[config.mk]
export PLATFORM = sky130hd
export DESIGN_NAME = rvx_front
export DESIGN_NICKNAME = d
export VERILOG_FILES = /design/src/rtl/core/rv32im_execute_core_macros.svh /design/src/rtl/core/rvx_pkg.sv /design/src/rtl/core/rvx_front.sv
export SDC_FILE = /design/constraint.sdc
export NUM_CORES = 1
export LEC_CHECK = 0
export BUFFER_PORTS_ARGS = -buffer_cell sky130_fd_sc_hd__buf_2
export CAP_MARGIN = 20
export CELL_PAD_IN_SITES_DETAIL_PLACEMENT = 1
export CELL_PAD_IN_SITES_GLOBAL_PLACEMENT = 2
export CORE_ASPECT_RATIO = 0.7
export CORE_MARGIN = 1
export CORE_UTILIZATION = 35
export CTS_CLUSTER_SIZE = 10
export DETAILED_ROUTE_END_ITERATION = 16
export PLACE_DENSITY_LB_ADDON = 0.08
export SYNTH_ARGS = -nofsm -noshare
export SYNTH_HDL_FRONTEND = slang
export SYNTH_SLANG_ARGS = --single-unit
[constraint.sdc]
create_clock -name clock -period 4.02 [get_ports clock]
set_clock_uncertainty 0.15 [all_clocks]
set_input_delay 0.201 -clock clock [delete_from_list [all_inputs] [get_ports clock]]
set_output_delay 0.201 -clock clock [all_outputs]
set_load 0.1 [all_outputs]
[src/rtl/core/rv32im_execute_core_macros.svh]
// ----------------------------------------------------------------------------
// RV32IM execute core assertion macros
// Shared concurrent assertion helpers for the execute core.
// ----------------------------------------------------------------------------
`ifndef RV32IM_EXECUTE_CORE_MACROS_SVH
`define RV32IM_EXECUTE_CORE_MACROS_SVH
`ifndef SYNTHESIS
`define RVX_ASSERT_IMPL(label, clk, rst, ante, cons, msg) \
   label: assert property (@(posedge clk) disable iff (rst) (ante) |-> (cons)) \
      else $error(msg);
`define RVX_ASSERT_NEXT(label, clk, rst, ante, cons, msg) \
   label: assert property (@(posedge clk) disable iff (rst) (ante) |=> (cons)) \
      else $error(msg);
`else
`define RVX_ASSERT_IMPL(label, clk, rst, ante, cons, msg)
`define RVX_ASSERT_NEXT(label, clk, rst, ante, cons, msg)
`endif
`endif

[src/rtl/core/rvx_pkg.sv]
// ----------------------------------------------------------------------------
// RV32IM execute core package
// Shared widths, codes and types of the execute core.
// ----------------------------------------------------------------------------
package rvx_pkg;
   localparam int REG_COUNT = 32;
   localparam int REG_IDX_W = $clog2(REG_COUNT);
   localparam logic [31:0] RESET_VECTOR_DEFAULT = 32'h8000_0000;
   localparam logic [31:0] EBREAK_WORD = 32'h0010_0073;

   localparam logic [6:0] OP_LUI    = 7'h37;
   localparam logic [6:0] OP_AUIPC  = 7'h17;
   localparam logic [6:0] OP_JAL    = 7'h6f;
   localparam logic [6:0] OP_JALR   = 7'h67;
   localparam logic [6:0] OP_BRANCH = 7'h63;
   localparam logic [6:0] OP_LOAD   = 7'h03;
   localparam logic [6:0] OP_STORE  = 7'h23;
   localparam logic [6:0] OP_IMM    = 7'h13;
   localparam logic [6:0] OP_REG    = 7'h33;
   localparam logic [6:0] OP_SYSTEM = 7'h73;
   localparam logic [6:0] OP_IMM32  = 7'h1b;

   localparam logic [1:0] MEM_NONE  = 2'd0;
   localparam logic [1:0] MEM_READ  = 2'd1;
   localparam logic [1:0] MEM_WRITE = 2'd2;

   localparam logic [2:0] ST_OK      = 3'd0;
   localparam logic [2:0] ST_EBREAK  = 3'd1;
   localparam logic [2:0] ST_INVALID = 3'd2;
   localparam logic [2:0] ST_SEQ     = 3'd3;
   localparam logic [2:0] ST_HALTED  = 3'd4;

   typedef struct packed {
      logic       cmd;
      logic [31:0] word;
      logic [31:0] load_value;
   } req_item_type;

   typedef struct packed {
      logic [31:0] next_pc;
      logic [1:0]  mem_kind;
      logic [31:0] mem_address;
      logic [1:0]  mem_size_code;
      logic [31:0] store_value;
      logic        dest_write;
      logic [4:0]  dest_reg;
      logic [31:0] dest_value;
      logic [2:0]  status;
      logic [31:0] status_value;
   } rsp_item_type;
endpackage

[src/rtl/core/rvx_front.sv]
// ----------------------------------------------------------------------------
// RV32IM execute core front end
// Accepts items and holds them in a two-entry queue for the back end.
// ----------------------------------------------------------------------------
module rvx_front import rvx_pkg::*; (
   input  logic         clock,
   input  logic         reset,
   input  logic         in_valid,
   output logic         in_ready,
   input  req_item_type in_item,
   output logic         q_valid,
   input  logic         q_ready,
   output req_item_type q_item
);
   req_item_type mem_ff [2];
   logic         wp_ff, wp_in, rp_ff, rp_in;
   logic [1:0]   cnt_ff, cnt_in;
   logic         push, pop;

   assign in_ready = (cnt_ff != 2'd2);
   assign q_valid  = (cnt_ff != 2'd0);
   assign q_item   = mem_ff[rp_ff];
   assign push     = in_valid && in_ready;
   assign pop      = q_valid && q_ready;

   always_comb begin
      wp_in  = push ? ~wp_ff : wp_ff;
      rp_in  = pop ? ~rp_ff : rp_ff;
      cnt_in = cnt_ff + {1'b0, push} - {1'b0, pop};
   end

   always_ff @(posedge clock) begin
      if (reset) begin
         wp_ff  <= 1'b0;
         rp_ff  <= 1'b0;
         cnt_ff <= 2'd0;
      end else begin
         wp_ff  <= wp_in;
         rp_ff  <= rp_in;
         cnt_ff <= cnt_in;
      end
      if (push) begin
         mem_ff[wp_ff] <= in_item;
      end
   end
endmodule

==> Implementation_results.wiki, run 1 <==
{| class="wikitable"
! Metric !! Value
|-
| Worst-case headroom to the max-slew limit || 44.48%
|-
| I/O pin count || 136
|-
| Synthesized netlist cell count || 226
|-
| EDFF count, synth || 130
|-
| Unrepaired setup endpoints after global routing || no
|-
| Syn Nets || 297
|-
| Standard cell core area || 14100 sq um
|-
| Post-CTS repair timing setup buffer count || 0
|-
| CTS tree || done
|-
| R2R cell count || 4
|-
| Area added between synthesis and finish || 41.86%
|-
| Placed wire-length estimate after detailed placement || 6.697 mm
|-
| Worst-Margin Slew || 830.8 ps
|-
| Drt pass-1 iters || 4
|-
| Clock Path Buffers || 2
|-
| Path type of the worst min-delay path || in2reg
|-
| GP Congestion || 0.6749
|-
| Detail-routed net length per standard cell || 16.44 um
|-
| Share of flip-flops with an asynchronous set or reset after synthesis || 0%
|-
| Post-Syn Area || 5126 sq um
|-
| Drt initial violations || 93
|-
| Critical Path Max Stage Delay || 830 ps
|-
| Outcome || finished clean
|-
| DIE HEIGHT || 103.3 um
|-
| ANT cells || 0
|-
| Sequential area share after synthesis || 78.11%
|-
| Setup TNS || 0 ps
|-
| Initial Utilization || 36.36%
|-
| Worst path slowest cell || sky130_fd_sc_hd__dfxtp_4
|-
| Worst VDD drop || 0.4163 mV
|-
| Later-pin clock latency in the skew report || 410 ps
|-
| Tot GR Track Use || 14.86%
|-
| CP Cell Sequence || buf_4 -> mux2_2 -> buf_2
|-
| Number of unique standard cell types used by synthesis || 17
|-
| WP data required || 3670 ps
|-
| Shortest period the worst path allows || 2672 ps
|-
| Final cell count without fillers || 647
|-
| Cells taking the most area after synthesis || sky130_fd_sc_hd__edfxtp_1, sky130_fd_sc_hd__mux2_4, sky130_fd_sc_hd__mux2_2
|-
| Final Hold Violating Endpoints || 0
|-
| Routed wire length || 10.64 mm
|-
| Largest net degree at the start of global routing || 42
|-
| Post-CTS clock slew at the launch and capture registers of the worst setup and hold paths || 50 ps
|-
| Share of layout cells above drive strength 1 || 52.95%
|-
| Root Buffer || sky130_fd_sc_hd__clkbuf_16
|-
| Input/output buffers || 135
|-
| Maximum Capacitance Violations || 0
|-
| Clock sink total || 135
|-
| Total Nets Final || 516
|-
| Mean instance size in the synthesized netlist || 22.68 sq um
|-
| Data arrival time of the worst path || 2320 ps
|-
| Die extent in x || 146.7 um
|-
| Type of destination of the critical path || output pin
|-
| Post-route fraction of the period consumed by the critical path || 66.48%
|-
| Global-route wire length before repair || 16.07 mm
|-
| Buffers & Inverters on Critical Path || 2
|-
| Largest area contributor in the synthesized netlist || sky130_fd_sc_hd__edfxtp_1
|-
| Critical register-to-register path startpoint || cnt_ff[0]
|-
| Number of storage elements in the synthesis netlist || 135
|-
| Remaining routing DRC violations || 0
|-
| FILL cells || 1345
|-
| Last element of the critical path || q_item[8]
|-
| Maximum achievable frequency || 374.2 MHz
|-
| Routed Antenna Nets || 0
|-
| Overflow after GRT || 0
|-
| H-tree depth reported by CTS || 4
|-
| Die area || 15140 sq um
|-
| Startpoint of the lowest-slack hold path || in_valid
|-
| Final setup violation count || 0
|-
| Type of element launching the critical path || flip-flop
|-
| Delay-heaviest family, CP || flip-flops
|-
| Inserted Clock Buffers || 17
|-
| CP Max Fanout || 41
|-
| Initial antenna violation count || 0
|-
| Flop-to-flop setup slack || 1770 ps
|-
| Lkg Pwr || 2.854 nW
|-
| Top flip-flop cell by instance count after synthesis || sky130_fd_sc_hd__edfxtp_1
|-
| Detailed-route via count || 2814
|-
| Ys Warns || 0
|-
| Mean number of vias per cell || 4.349
|-
| Power per Cell Area || 803.5 nW/um^2
|-
| Number of buffers inserted for hold repair after clock tree synthesis || 66
|-
| Via count of the first global-routing pass || 2986
|-
| Total of cells resized after clock tree synthesis || 0
|-
| Cell Count Post-Placement || 550
|-
| Worst Setup Path Type || reg2out
|-
| Fin. max-slew vios || 0
|-
| Total number of placement rows || 36
|-
| Area share of the largest cell type after synthesis || 76.15%
|-
| Count of cell instances traversed by the critical path || 3
|-
| Reg2reg end || mem_ff[0][62]
|}
## per-stage QoR
step | cell area (sq um) | hold WS, ps | worst slack, ps | total power (W) | util (%)
2_1_floorplan | 5129 | 122.6 | 709.6 | 0.003995 | -
3_3_place_gp | 6025 | 238.0 | 1714 | 0.004301 | 42.73
3_5_place_dp | 6025 | 242.7 | 1692 | 0.004318 | 42.73
4_1_cts | 7272 | 86.20 | 1279 | 0.005916 | 51.58
5_1_grt | 7272 | 114.9 | 1215 | 0.006056 | 51.58
6_report | 7272 | 97.80 | 1348 | 0.005843 | 51.58
## cells by family after synthesis
family,Yosys count,share of synthesized area [%]
fa+ha+maj,2,0.4881
simple gates,11,1.098
compound gates,1,0.1465
buf+inv,8,1.489
mux,66,18.16
xor+xnor,3,0.5127
flops,135,78.11
## how the worst min path moves through the flow
| stage | slack (ps) | endpoint | cells after the start |
|---|---|---|---|
| after floorplan | 120 | cnt_ff[0] | 1 |
| after detailed placement | 240 | mem_ff[1][11] | 1 |
| final | 100 | wp_ff | 3 |
| after global routing | 110 | wp_ff | 3 |
| after CTS | 90 | wp_ff | 3 |
| after global placement | 240 | mem_ff[0][14] | 1 |
## layout by cell type, fill, tap and decap left out, types with 2 or more instances in the layout
master,netlist,routed
sky130_fd_sc_hd__dfxtp_1,5,4
sky130_fd_sc_hd__mux2_4,50,50
sky130_fd_sc_hd__mux2_2,16,16
sky130_fd_sc_hd__clkinv_2,0,4
sky130_fd_sc_hd__clkbuf_16,0,17
sky130_fd_sc_hd__ha_1,2,2
sky130_fd_sc_hd__clkinv_4,0,2
sky130_fd_sc_hd__edfxtp_1,130,130
sky130_fd_sc_hd__nor2b_1,2,2
sky130_fd_sc_hd__xnor2_1,2,2
sky130_fd_sc_hd__nor2_1,5,4
sky130_fd_sc_hd__buf_4,0,6
sky130_fd_sc_hd__dlygate4sd3_1,0,66
sky130_fd_sc_hd__clkinvlp_4,0,4
sky130_fd_sc_hd__buf_2,1,135
sky130_fd_sc_hd__bufinv_16,0,3
## Yosys cell counts (2+ instances only)
cell type and n:
sky130_fd_sc_hd__edfxtp_1 130, sky130_fd_sc_hd__mux2_4 50, sky130_fd_sc_hd__mux2_2 16, sky130_fd_sc_hd__buf_6 6, sky130_fd_sc_hd__dfxtp_1 5, sky130_fd_sc_hd__nor2_1 5
sky130_fd_sc_hd__ha_1 2, sky130_fd_sc_hd__nor2b_1 2, sky130_fd_sc_hd__xnor2_1 2
## final cells by class
| type | count | area (sq um) | area share [%] |
|---|---|---|---|
| inverter | 1 | 3.754 | 0.05162 |
| clock inverter | 13 | 157.7 | 2.168 |
| multi-input combinational | 83 | 1055 | 14.50 |
| sequential | 135 | 4008 | 55.11 |
| timing repair buffer | 207 | 1381 | 19.00 |
| clock buffer | 18 | 429.2 | 5.902 |
| tap | 190 | 237.7 | 3.269 |
## tightest hold or removal path, delay by kind of cell
family                 cells  cell delay, ps
multiplexers               1             170
AND/OR/NAND/NOR            1             150
buffers and inverters      1             100
## state kept, by name (all words and copies together), names as in the netlist, named ones only
| signal | flops |
|---|---|
| mem_ff | 130 |
| wp_ff | 1 |
| cnt_ff | 2 |
| rp_ff | 1 |
## per-layer routing
metal / routed length, um / global-route usage [%] / vias up
li1: - / - / 1326
met1: 4568 / 17.53 / 1388
met2: 5232 / 24.24 / 88
met3: 693 / 5.351 / 12
met4: 142 / 7.933 / 0
met5: 0 / 0 / -
## power breakdown
| part | total, W | internal, W | leakage, nW | switching, W |
|---|---|---|---|---|
| registers | 0.00189 | 0.00177 | 1.26 | 0.000121 |
| clock network | 0.00153 | 0.000967 | 0.278 | 0.000566 |
| logic | 0.00242 | 0.000551 | 1.32 | 0.00187 |
| total | 0.00584 | 0.00329 | 2.85 | 0.00256 |
No activity file was read; power rests on OpenSTA's default activity.
==> run 2: changes to the inputs <==
==> constraint.sdc (replaced) <==
create_clock -name clock -period 2.3 [get_ports clock]
set_clock_uncertainty 0.15 [all_clocks]
set_input_delay 0.115 -clock clock [delete_from_list [all_inputs] [get_ports clock]]
set_output_delay 0.115 -clock clock [all_outputs]
set_load 0.1 [all_outputs]
==> Implementation_results.wiki, run 2 (synthesis results as in run 1) <==
{| class="wikitable"
! Metric !! Value
|-
| Outcome || finished clean (unchanged)
|-
| Data arrival time of the worst path || 1900 ps (was 2320 ps)
|-
| Root Buffer || sky130_fd_sc_hd__clkbuf_16 (unchanged)
|-
| Placed wire-length estimate after detailed placement || 6.560 mm (was 6.697 mm)
|-
| Last element of the critical path || q_item[4] (was q_item[8])
|-
| Type of element launching the critical path || flip-flop (unchanged)
|-
| Post-route fraction of the period consumed by the critical path || 94.00%
|-
| Area of all placed cells without fillers || 7391 sq um (was 7272 sq um)
|-
| ANT cells || 0 (unchanged)
|-
| CTS tree || done (unchanged)
|-
| FILL cells || 1360 (was 1345)
|-
| Drt pass-1 iters || 4 (unchanged)
|-
| Maximum Capacitance Violations || 0 (unchanged)
|-
| Mean number of vias per cell || 4.365 (was 4.349)
|-
| Flop-to-flop setup slack || 560 ps (was 1770 ps)
|-
| Path type of the worst min-delay path || in2reg (unchanged)
|-
| Initial antenna violation count || 0 (unchanged)
|-
| Setup TNS || 0 ps (unchanged)
|-
| Worst VDD drop || 0.7805 mV (was 0.4163 mV)
|-
| Inserted Clock Buffers || 17 (unchanged)
|-
| Number of instances on the worst hold path || 2 (was 3)
|-
| Type of destination of the critical path || output pin (unchanged)
|-
| Total cell area at the placement stage || 6097 sq um (was 6025 sq um)
|-
| Final cell count without fillers || 654 (was 647)
|-
| Cell Count Post-Placement || 554 (was 550)
|-
| DIE HEIGHT || 103.3 um (unchanged)
|-
| Critical register-to-register path startpoint || cnt_ff[0] (unchanged)
|-
| Input/output buffers || 135 (unchanged)
|-
| Drt initial violations || 74 (was 93)
|-
| Total number of placement rows || 36 (unchanged)
|-
| Total Nets Final || 522 (was 516)
|-
| CP Max Fanout || 33 (was 41)
|-
| Worst-case headroom to the max-slew limit || 65.00% (was 44.48%)
|-
| Die area || 15140 sq um (unchanged)
|-
| Die extent in x || 146.7 um (unchanged)
|-
| H-tree depth reported by CTS || 4 (unchanged)
|-
| Standard cell core area || 14100 sq um (unchanged)
|-
| Worst-Margin Slew || 528.6 ps (was 830.8 ps)
|-
| Tot GR Track Use || 14.06% (was 14.86%)
|-
| Fin. max-slew vios || 0 (unchanged)
|-
| Lkg Pwr || 2.920 nW (was 2.854 nW)
|-
| Routed wire length || 10.15 mm (was 10.64 mm)
|-
| Top reg by flops || mem_ff (unchanged)
|-
| Final Hold Violating Endpoints || 0 (unchanged)
|-
| Remaining routing DRC violations || 0 (unchanged)
|-
| Most frequent cells in the layout || sky130_fd_sc_hd__buf_2, sky130_fd_sc_hd__edfxtp_1, sky130_fd_sc_hd__dlygate4sd3_1 (unchanged)
|-
| Reg2reg end || mem_ff[1][6] (was mem_ff[0][62])
|-
| Clock sink total || 135 (unchanged)
|-
| Shortest period the worst path allows || 2162 ps
|-
| I/O pin count || 136 (unchanged)
|-
| Overflow after GRT || 0 (unchanged)
|-
| Final setup violation count || 0 (unchanged)
|-
| Detailed-route via count || 2855 (was 2814)
|-
| Final cell utilization of the core || 52.42% (was 51.58%)
|-
| Global-route wire length before repair || 15.44 mm (was 16.07 mm)
|-
| Hold_ws || 271.9 ps (was 97.80 ps)
|-
| GP Congestion || 0.7579 (was 0.6749)
|-
| Share of layout cells above drive strength 1 || 53.45% (was 52.95%)
|-
| Initial Utilization || 36.36% (unchanged)
|-
| Power per Cell Area || 1404 nW/um^2 (was 803.5 nW/um^2)
|-
| Routed Antenna Nets || 0 (unchanged)
|-
| Unrepaired setup endpoints after global routing || no (unchanged)
|-
| Via count of the first global-routing pass || 2915 (was 2986)
|-
| Detail-routed net length per standard cell || 15.52 um (was 16.44 um)
|-
| Later-pin clock latency in the skew report || 410 ps (about the same)
|-
| R2R cell count || 3 (was 4)
|-
| Flip-flop count of the largest register, all copies and words added || 130 (unchanged)
|-
| Worst Setup Path Type || reg2out (unchanged)
|-
| Clock Path Buffers || 2 (unchanged)
|-
| WP data required || 2040 ps (was 3670 ps)
|-
| Largest net degree at the start of global routing || 35 (was 42)
|-
| Area added between synthesis and finish || 44.18% (was 41.86%)
|-
| Maximum achievable frequency || 462.5 MHz
|-
| Post-CTS clock slew at the launch and capture registers of the worst setup and hold paths || 60 ps (was 50 ps)
|-
| Registers with the most flip-flops || mem_ff x130, cnt_ff x2 (unchanged)
|-
| Commonest non-fill, non-tap cell in the layout || sky130_fd_sc_hd__buf_2 (unchanged)
|}
## run 2: final cells by class
cell class	instances	area (sq um)	share of cell area (%)
clock buffers	19	432.9	5.857
clock inverters	13	180.2	2.438
inverters	1	3.754	0.05079
multi-input cells	83	1071	14.49
flip-flops and latches	135	4009	54.24
well taps	190	237.7	3.217
repair buffers	213	1456	19.71
## run 2: critical path, stage by stage (launching register included)
cell and delay (ps):
sky130_fd_sc_hd__dfxtp_4 500, sky130_fd_sc_hd__buf_12 280, sky130_fd_sc_hd__mux2_2 370, sky130_fd_sc_hd__buf_2 290
## run 2: worst min path at each step
stage               slack (ps)       endpoint   startpoint
detailed placement         160  mem_ff[1][53]  in_item[53]
global placement           150   mem_ff[1][7]   in_item[7]
CTS                        250  mem_ff[1][26]  in_item[26]
floorplan                   30      cnt_ff[0]        reset
finish                     270  mem_ff[1][26]  in_item[26]
global route               260  mem_ff[1][18]  in_item[18]
## run 2: power by group
group	total [W]	leakage [nW]	internal, W	switching [W]
clock network	0.00279	0.304	0.00181	0.000978
registers	0.00323	1.26	0.00310	0.000136
logic	0.00436	1.36	0.00101	0.00334
## run 2: stage by stage
stage          power [W]  setup slack [ps]
2_1_floorplan   0.006992            -9.616
3_3_place_gp    0.007561             566.9
3_5_place_dp    0.007585             548.5
4_1_cts          0.01050             105.7
5_1_grt          0.01072             53.30
6_report         0.01038             138.0
## run 2: routing by layer
metal  GRT usage (%)  up-vias  routed length (um)
li1                -     1337                   -
met1           17.28     1416                4604
met2           22.06       87                4747
met3           5.789       15                 653
met4           6.250        0                 144
met5               0        -                   0
## run 2: what timing repair did
item,CTS,global route
gates resized for setup,0,0
setup buffers,0,0
hold endpoints to repair,135,0
hold buffers,68,0
